==> src/rtl/irctok_pkg.sv <==
// IRC message tokenizer: shared types, codes and character helpers.
// No dependencies; imported by irc_message_tokenizer_core.
package irctok_pkg;

  localparam int unsigned MaxParamsDef = 15;

  localparam int unsigned CharW  = 8;
  localparam int unsigned CountW = 4;

  localparam logic [CharW-1:0] ChNul   = 8'h00;
  localparam logic [CharW-1:0] ChSpace = 8'h20;
  localparam logic [CharW-1:0] ChColon = 8'h3A;

  // command_progress codes: 1..3 digits seen, or letters only
  localparam logic [2:0] CmdNone   = 3'd0;
  localparam logic [2:0] CmdOne    = 3'd1;
  localparam logic [2:0] CmdDigits = 3'd3;
  localparam logic [2:0] CmdAlpha  = 3'd4;

  typedef enum logic [2:0] {
    PhStart     = 3'd0,
    PhPrefix    = 3'd1,
    PhCommand   = 3'd2,
    PhGap       = 3'd3,
    PhParam     = 3'd4,
    PhTrailOpen = 3'd5,
    PhTrail     = 3'd6
  } phase_e;

  typedef enum logic [1:0] {
    TokSep    = 2'd0,
    TokPrefix = 2'd1,
    TokCmd    = 2'd2,
    TokParam  = 2'd3
  } tok_class_e;

  typedef enum logic [1:0] {
    StOk       = 2'd0,
    StOkPrefix = 2'd1,
    StError    = 2'd2
  } status_e;

  // result item, first field in the highest bits
  typedef struct packed {
    logic [CountW-1:0] param_count;
    status_e           status;
    logic              token_start;
    logic [CountW-1:0] param_index;
    tok_class_e        token_class;
  } result_t;

  function automatic logic is_digit(input logic [CharW-1:0] c);
    is_digit = (c >= 8'h30) && (c <= 8'h39);
  endfunction

  function automatic logic is_alpha(input logic [CharW-1:0] c);
    is_alpha = ((c >= 8'h41) && (c <= 8'h5A)) || ((c >= 8'h61) && (c <= 8'h7A));
  endfunction

endpackage

==> src/rtl/irc_message_tokenizer_core.sv <==
// IRC message tokenizer, top level: per-byte classification and message status.
// Depends on irctok_pkg.
//
// Usage: message bytes enter on the s_axis channel, one item per byte; a zero
// byte terminates the message. Every byte yields exactly one result item on
// m_axis: token class, parameter index and token-start mark in tdata. The
// terminator's result has tlast high and carries status and parameter count.
// Latency: the result of a byte is presented the cycle after it is accepted.
// Throughput: one byte per cycle while the receiver keeps up; the per-byte parse step is a small state
// update between the accepting edge and the result register.
// Stall: while a result waits, a new byte is still taken if the receiver takes
// the waiting one in the same cycle; otherwise s_axis_tready drops and the
// result holds.
// Reset: parser returns to message start, result register empties. After each
// terminator the parser clears itself for the next message.
module irc_message_tokenizer_core #(
  parameter int unsigned MAX_PARAMS = irctok_pkg::MaxParamsDef
) (
  input  logic        clk_i,
  input  logic        rst_ni,
  input  logic        s_axis_tvalid,
  output logic        s_axis_tready,
  input  logic [7:0]  s_axis_tdata,   // [7:0] char_byte
  output logic        m_axis_tvalid,
  input  logic        m_axis_tready,
  output logic [15:0] m_axis_tdata,   // [1:0] token_class, [5:2] param_index,
                                      // [6] token_start, [8:7] status,
                                      // [12:9] param_count, [15:13] zero
  output logic        m_axis_tlast    // message_end
);
  import irctok_pkg::*;

  localparam logic [CountW-1:0] MaxParams = CountW'(MAX_PARAMS);

  phase_e            phase_q, phase_d;
  logic [2:0]        cmd_q, cmd_d;
  logic [CountW-1:0] params_q, params_d;
  logic              prefix_q, prefix_d;
  logic              err_q, err_d;

  result_t           res_d, res_q;
  logic              last_d, last_q;
  logic              out_valid_q;
  logic              in_fire;
  logic              bad;
  logic              cmd_done;
  logic [CharW-1:0]  c;

  assign c             = s_axis_tdata;
  assign s_axis_tready = !out_valid_q || m_axis_tready;
  assign in_fire       = s_axis_tvalid && s_axis_tready;
  assign cmd_done      = (cmd_q == CmdAlpha) || (cmd_q == CmdDigits);

  always_comb begin
    phase_d  = phase_q;
    cmd_d    = cmd_q;
    params_d = params_q;
    prefix_d = prefix_q;
    err_d    = err_q;
    res_d    = '0;
    last_d   = 1'b0;
    bad      = err_q;

    if (c == ChNul) begin
      if (!err_q) begin
        case (phase_q)
          PhCommand: bad = !cmd_done;
          PhGap, PhParam, PhTrailOpen, PhTrail: bad = 1'b0;
          default: bad = 1'b1;
        endcase
      end
      last_d            = 1'b1;
      res_d.status      = bad ? StError : (prefix_q ? StOkPrefix : StOk);
      res_d.param_count = bad ? '0 : params_q;
      phase_d           = PhStart;
      cmd_d             = CmdNone;
      params_d          = '0;
      prefix_d          = 1'b0;
      err_d             = 1'b0;
    end else if (!err_q) begin
      case (phase_q)
        PhPrefix: begin
          if (c == ChSpace) begin
            if (cmd_q == CmdNone) err_d = 1'b1;
            else phase_d = PhStart;
          end else begin
            res_d.token_class = TokPrefix;
            res_d.token_start = (cmd_q == CmdNone);
            cmd_d             = CmdOne;
          end
        end
        PhCommand: begin
          if (c == ChSpace) begin
            if (!cmd_done) err_d = 1'b1;
            else phase_d = PhGap;
          end else if (cmd_q == CmdAlpha) begin
            if (is_alpha(c)) res_d.token_class = TokCmd;
            else err_d = 1'b1;
          end else if (cmd_q < CmdDigits && is_digit(c)) begin
            cmd_d             = cmd_q + 3'd1;
            res_d.token_class = TokCmd;
          end else begin
            err_d = 1'b1;
          end
        end
        PhGap, PhTrailOpen: begin
          if (c == ChSpace) begin
            // separator, nothing to do
          end else if (c == ChColon && phase_q == PhGap) begin
            phase_d = PhTrailOpen;
          end else if (params_q >= MaxParams) begin
            err_d = 1'b1;
          end else begin
            res_d.token_class = TokParam;
            res_d.param_index = params_q;
            res_d.token_start = 1'b1;
            params_d          = params_q + CountW'(1);
            phase_d           = (phase_q == PhGap) ? PhParam : PhTrail;
          end
        end
        PhParam: begin
          if (c == ChSpace) begin
            phase_d = PhGap;
          end else begin
            res_d.token_class = TokParam;
            res_d.param_index = params_q - CountW'(1);
          end
        end
        PhTrail: begin
          res_d.token_class = TokParam;
          res_d.param_index = params_q - CountW'(1);
        end
        default: begin
          // message start; unused codes fold in here
          phase_d = PhStart;
          if (c == ChSpace) begin
            // leading space skipped
          end else if (c == ChColon && !prefix_q) begin
            prefix_d = 1'b1;
            cmd_d    = CmdNone;
            phase_d  = PhPrefix;
          end else if (is_digit(c)) begin
            cmd_d             = CmdOne;
            phase_d           = PhCommand;
            res_d.token_class = TokCmd;
            res_d.token_start = 1'b1;
          end else if (is_alpha(c)) begin
            cmd_d             = CmdAlpha;
            phase_d           = PhCommand;
            res_d.token_class = TokCmd;
            res_d.token_start = 1'b1;
          end else begin
            err_d = 1'b1;
          end
        end
      endcase
    end
  end

  always_ff @(posedge clk_i or negedge rst_ni) begin
    if (!rst_ni) begin
      phase_q  <= PhStart;
      cmd_q    <= CmdNone;
      params_q <= '0;
      prefix_q <= 1'b0;
      err_q    <= 1'b0;
    end else if (in_fire) begin
      phase_q  <= phase_d;
      cmd_q    <= cmd_d;
      params_q <= params_d;
      prefix_q <= prefix_d;
      err_q    <= err_d;
    end
  end

  always_ff @(posedge clk_i or negedge rst_ni) begin
    if (!rst_ni) begin
      out_valid_q <= 1'b0;
    end else if (in_fire) begin
      out_valid_q <= 1'b1;
    end else if (m_axis_tready) begin
      out_valid_q <= 1'b0;
    end
  end

  always_ff @(posedge clk_i) begin
    if (in_fire) begin
      res_q  <= res_d;
      last_q <= last_d;
    end
  end

  assign m_axis_tvalid = out_valid_q;
  assign m_axis_tdata  = {3'b000, res_q};
  assign m_axis_tlast  = last_q;

  // terminator clears the parser for the next message
  a_clear_after_end: assert property (@(posedge clk_i) disable iff (!rst_ni)
    in_fire && (s_axis_tdata == ChNul) |=> (phase_q == PhStart) && (params_q == '0)
      && !err_q && !prefix_q)
    else $error("parser not cleared after terminator");

  // status and count only on the terminator's result
  a_status_only_at_end: assert property (@(posedge clk_i) disable iff (!rst_ni)
    m_axis_tvalid && !m_axis_tlast |-> (res_q.status == StOk) && (res_q.param_count == '0))
    else $error("status or count outside message end");

  // an errored message reports no parameters
  a_error_no_count: assert property (@(posedge clk_i) disable iff (!rst_ni)
    m_axis_tvalid && m_axis_tlast && (res_q.status == StError) |-> res_q.param_count == '0)
    else $error("error status with non-zero count");

  // terminator result is a plain separator
  a_end_is_sep: assert property (@(posedge clk_i) disable iff (!rst_ni)
    m_axis_tvalid && m_axis_tlast |-> (res_q.token_class == TokSep) && !res_q.token_start)
    else $error("terminator result tagged as token");

  // parameter count never exceeds the limit
  a_param_limit: assert property (@(posedge clk_i) disable iff (!rst_ni)
    params_q <= MaxParams)
    else $error("parameter count beyond limit");

endmodule
==> config.mk <==
export PLATFORM = sky130hd
export DESIGN_NAME = irc_message_tokenizer_core
export DESIGN_NICKNAME = d
export VERILOG_FILES = /design/src/rtl/irctok_pkg.sv /design/src/rtl/irc_message_tokenizer_core.sv
export SDC_FILE = /design/constraint.sdc
export NUM_CORES = 1
export LEC_CHECK = 0
export ABC_AREA = 1
export BUFFER_PORTS_ARGS = -buffer_cell sky130_fd_sc_hd__buf_2
export CELL_PAD_IN_SITES_DETAIL_PLACEMENT = 1
export CELL_PAD_IN_SITES_GLOBAL_PLACEMENT = 2
export CORE_MARGIN = 2
export CORE_UTILIZATION = 28
export CTS_CLUSTER_DIAMETER = 150
export DETAILED_ROUTE_END_ITERATION = 10
export PLACE_DENSITY_LB_ADDON = 0.1
export SYNTH_ARGS = -nofsm -noshare
export SYNTH_HDL_FRONTEND = slang
export SYNTH_SLANG_ARGS = --single-unit
==> constraint.sdc <==
create_clock -name clk_i -period 1.5 [get_ports clk_i]
set_clock_uncertainty 0.15 [all_clocks]
set_input_delay 0.075 -clock clk_i [delete_from_list [all_inputs] [get_ports clk_i]]
set_output_delay 0.075 -clock clk_i [all_outputs]
set_load 0.05 [all_outputs]
==> qor.yml <==
status: "finished with violations"
violations: "negative setup slack"
cts_sinks: 27
drtAntennaViolNets: 0
swShare_pct: 33.45
yosysUniqueCellTypes: 28
num-nets-final: 372
min_to: "m_axis_tvalid"
cp_max_fo: 5
synth_top_area_share_pct: 22.70
rsz0062_at_grt: "true"
fin_crit_sh_pct: 121.6
drv_slew: 0
p_int_mw: 1.225
synth_compound_area_share_pct: 9.122
die_h_um: 85.33
comb_power_share_pct: 31.5
vias: 1988
final_cell_mix: "buf_4 (63), nand2_1 (45), buf_2 (27), inv_1 (25), nor2_1 (25)"
clk_latency_ps: 270
ios: 31
synth.cell_area_um2: 1852
synth.mux.area_fraction_pct: 0
die_w_um: 85.33
total_power_mw: 1.841
cts_buffers: 3
worstSetupPathType: "reg2reg"
fin_crit_ps: 1824
area_growth_pct: 63.65
worstPathCellList: "inv_2 -> ha_4 -> nand2_2 -> o21ai_2 -> or2_4 -> buf_6 -> nand2_4 -> a21oi_4 -> nand2_4 -> nor2_2"
holdPathStages: 4
nFillCells: 804
drc: 0
grt-ovfl-total: 0
grtUsageTotal_pct: 17.49
crit_required_ps: 1380
routed_via_density: 4.602
num_rows: 29
synth_xor_area_share_pct: 1.892
yosysTopAreaCell: "edfxtp_1"
switchingPower_mw: 0.6157
place_ws_ps: -378.0
yosys-top-cells-area: "edfxtp_1 (23%), dfrtp_1 (18%), nand2_1 (12%)"
yosys_warnings: 0
synth_seq_area_share_pct: 40.27
power.density_nw_per_um2: 607.5
slowest_delay_ps: 400
synth_top_family_by_area: "simple AND/OR/NAND/NOR gates"
timing.final.ws_setup_ps: -323.9
crit_path_frequent_cell: "nand2_4"
grt_first_pass_wirelength_um: 10070
synth.avg_cell_area_um2: 7.319
reg2regPathDepth: 10
worstReg2RegStart: "cmd_q[0]"
synthCells: 253
end_kind: "flop"
root_buffer: "clkbuf_8"
hold_viol: 0
final_common_cell: "buf_4"
wl_per_cell_um: 14.08
grt_pass1_vias: 2094
dieArea_um2: 7280
finalSetupViolations: 25
critPathArrivalTime_ps: 1710
cts-htree-levels: 1
antenna_cells: 0
synth_adder_area_share_pct: 2.703
first_iter_violations: 46
ys_ff_latch: 27
drt_wl_total_um: 6084
cts_buffer_depth: 2
hp-class: "in2reg"
crit_family: "simple AND/OR/NAND/NOR gates"
cp_slowest_cell: "dfrtp_1"
synth-simple-area-share_pct: 36.28
io_buffer_count: 27
maxCapViolCount: 0
grt_max_degree: 15
hpwlAfterDp_um: 4727
drtPass1Iterations: 4
power.leakage_nw: 1.497
initial_core_util_pct: 29.00
drive_gt1_share_pct: 53.24
p_clk_share_pct: 22.8
path_clk_slew_ps: 90
rrSetupSlack_ps: -320
r2r_end: "m_axis_tdata[12]"
hp-start: "s_axis_tvalid"
fmax_ghz: 0.5483
gp_congestion: 0.8127
seq_power_share_pct: 45.7
antenna_found_initial: 0
cts_tree: "done"
cp_num_buf_inv: 2
ir_worst_vdd_uv: 340.7
critPathLaunchType: "flop"
core_um2: 6386
## tightest hold or removal path, cell delays in order
cell     delay [ps]
buf_2           130
nand2_8          70
buf_4           120
nand2_1          40
## layout make-up
| cell class | instances | area, um2 | area share, % |
|---|---|---|---|
| clock buffers | 4 | 45.04 | 1.486 |
| inverters | 40 | 156.4 | 5.161 |
| multi-input cells | 184 | 1255 | 41.41 |
| flip-flops and latches | 27 | 750.7 | 24.77 |
| well taps | 77 | 96.34 | 3.179 |
| repair buffers | 100 | 726.9 | 23.99 |
## through the flow
step | instances | setup TNS (ps) | hold WS (ps) | instance area, um2 | util, %
after CTS | 424 | -5305 | 40.03 | 2790 | 43.69
after detailed placement | 412 | -5872 | -129.5 | 2575 | 40.32
after global routing | 432 | -7245 | 66.40 | 3030 | 47.45
final | 432 | -5028 | 43.77 | 3030 | 47.45
after floorplan | 255 | -1985 | -370.6 | 1929 | -
after global placement | 412 | -5106 | -143.7 | 2575 | 40.32
## logic make-up after synthesis
family,Yosys count
compound gates,28
other cells,1
buf+inv,44
flops,27
fa+ha+maj,4
simple gates,145
xor+xnor,4
## registers in the layout, indices dropped and copies added, names as in the netlist
name and cells:
m_axis_tdata 13, params_q 4, cmd_q 3, phase_q 3
err_q 1, m_axis_tlast 1, m_axis_tvalid 1, prefix_q 1
## synth_stat cells
cell type / instances
a21oi_1: 10
conb_1: 1
nor3_1: 1
buf_4: 3
nand3_2: 2
nand3_1: 26
inv_2: 8
xor2_1: 4
nand4_4: 1
nand4_1: 5
clkbuf_1: 1
a21oi_4: 2
o21ai_1: 7
dfrtp_1: 13
o21ai_0: 6
nand2_2: 5
or2_1: 1
nand2_1: 59
o22ai_1: 2
nor2_4: 2
inv_1: 32
ha_1: 4
nor4_1: 1
nor2_1: 35
o311ai_1: 1
nand3b_1: 1
edfxtp_1: 14
nor2_2: 6
## power by group through the flow
stage / clock (mW) / sequential [mW] / combinational [mW]
after floorplan: 0 / 0.933 / 0.223
after global placement: 0 / 0.853 / 0.485
after detailed placement: 0 / 0.855 / 0.491
after CTS: 0.444 / 0.842 / 0.533
after global routing: 0.468 / 0.848 / 0.631
final: 0.419 / 0.842 / 0.580
## worst max-delay path by stage
stage / endpoint / cells past startpoint / from
6_report: m_axis_tdata[12] / 10 / cmd_q[0]
4_1_cts: phase_q[1] / 10 / cmd_q[1]
2_1_floorplan: m_axis_tdata[9] / 9 / cmd_q[0]
3_5_place_dp: phase_q[1] / 11 / cmd_q[0]
5_1_grt: m_axis_tdata[12] / 10 / cmd_q[0]
3_3_place_gp: phase_q[0] / 10 / cmd_q[0]
## per-layer routing
layer	vias to the layer above	routed length [um]	global-route usage (%)
li1	1016	-	-
met1	953	2947	24.02
met2	17	2986	29.69
met3	2	120	2.432
met4	0	30	3.030
met5	-	0	0
## repair_timing
item	in CTS	in global routing
hold buffers	2	0
hold endpoints to repair	14	0
setup endpoints to repair	25	25
pin swaps	21	26
buffers inserted	6	8
resized for setup	33	46
Power figures use the tool's default switching activity.
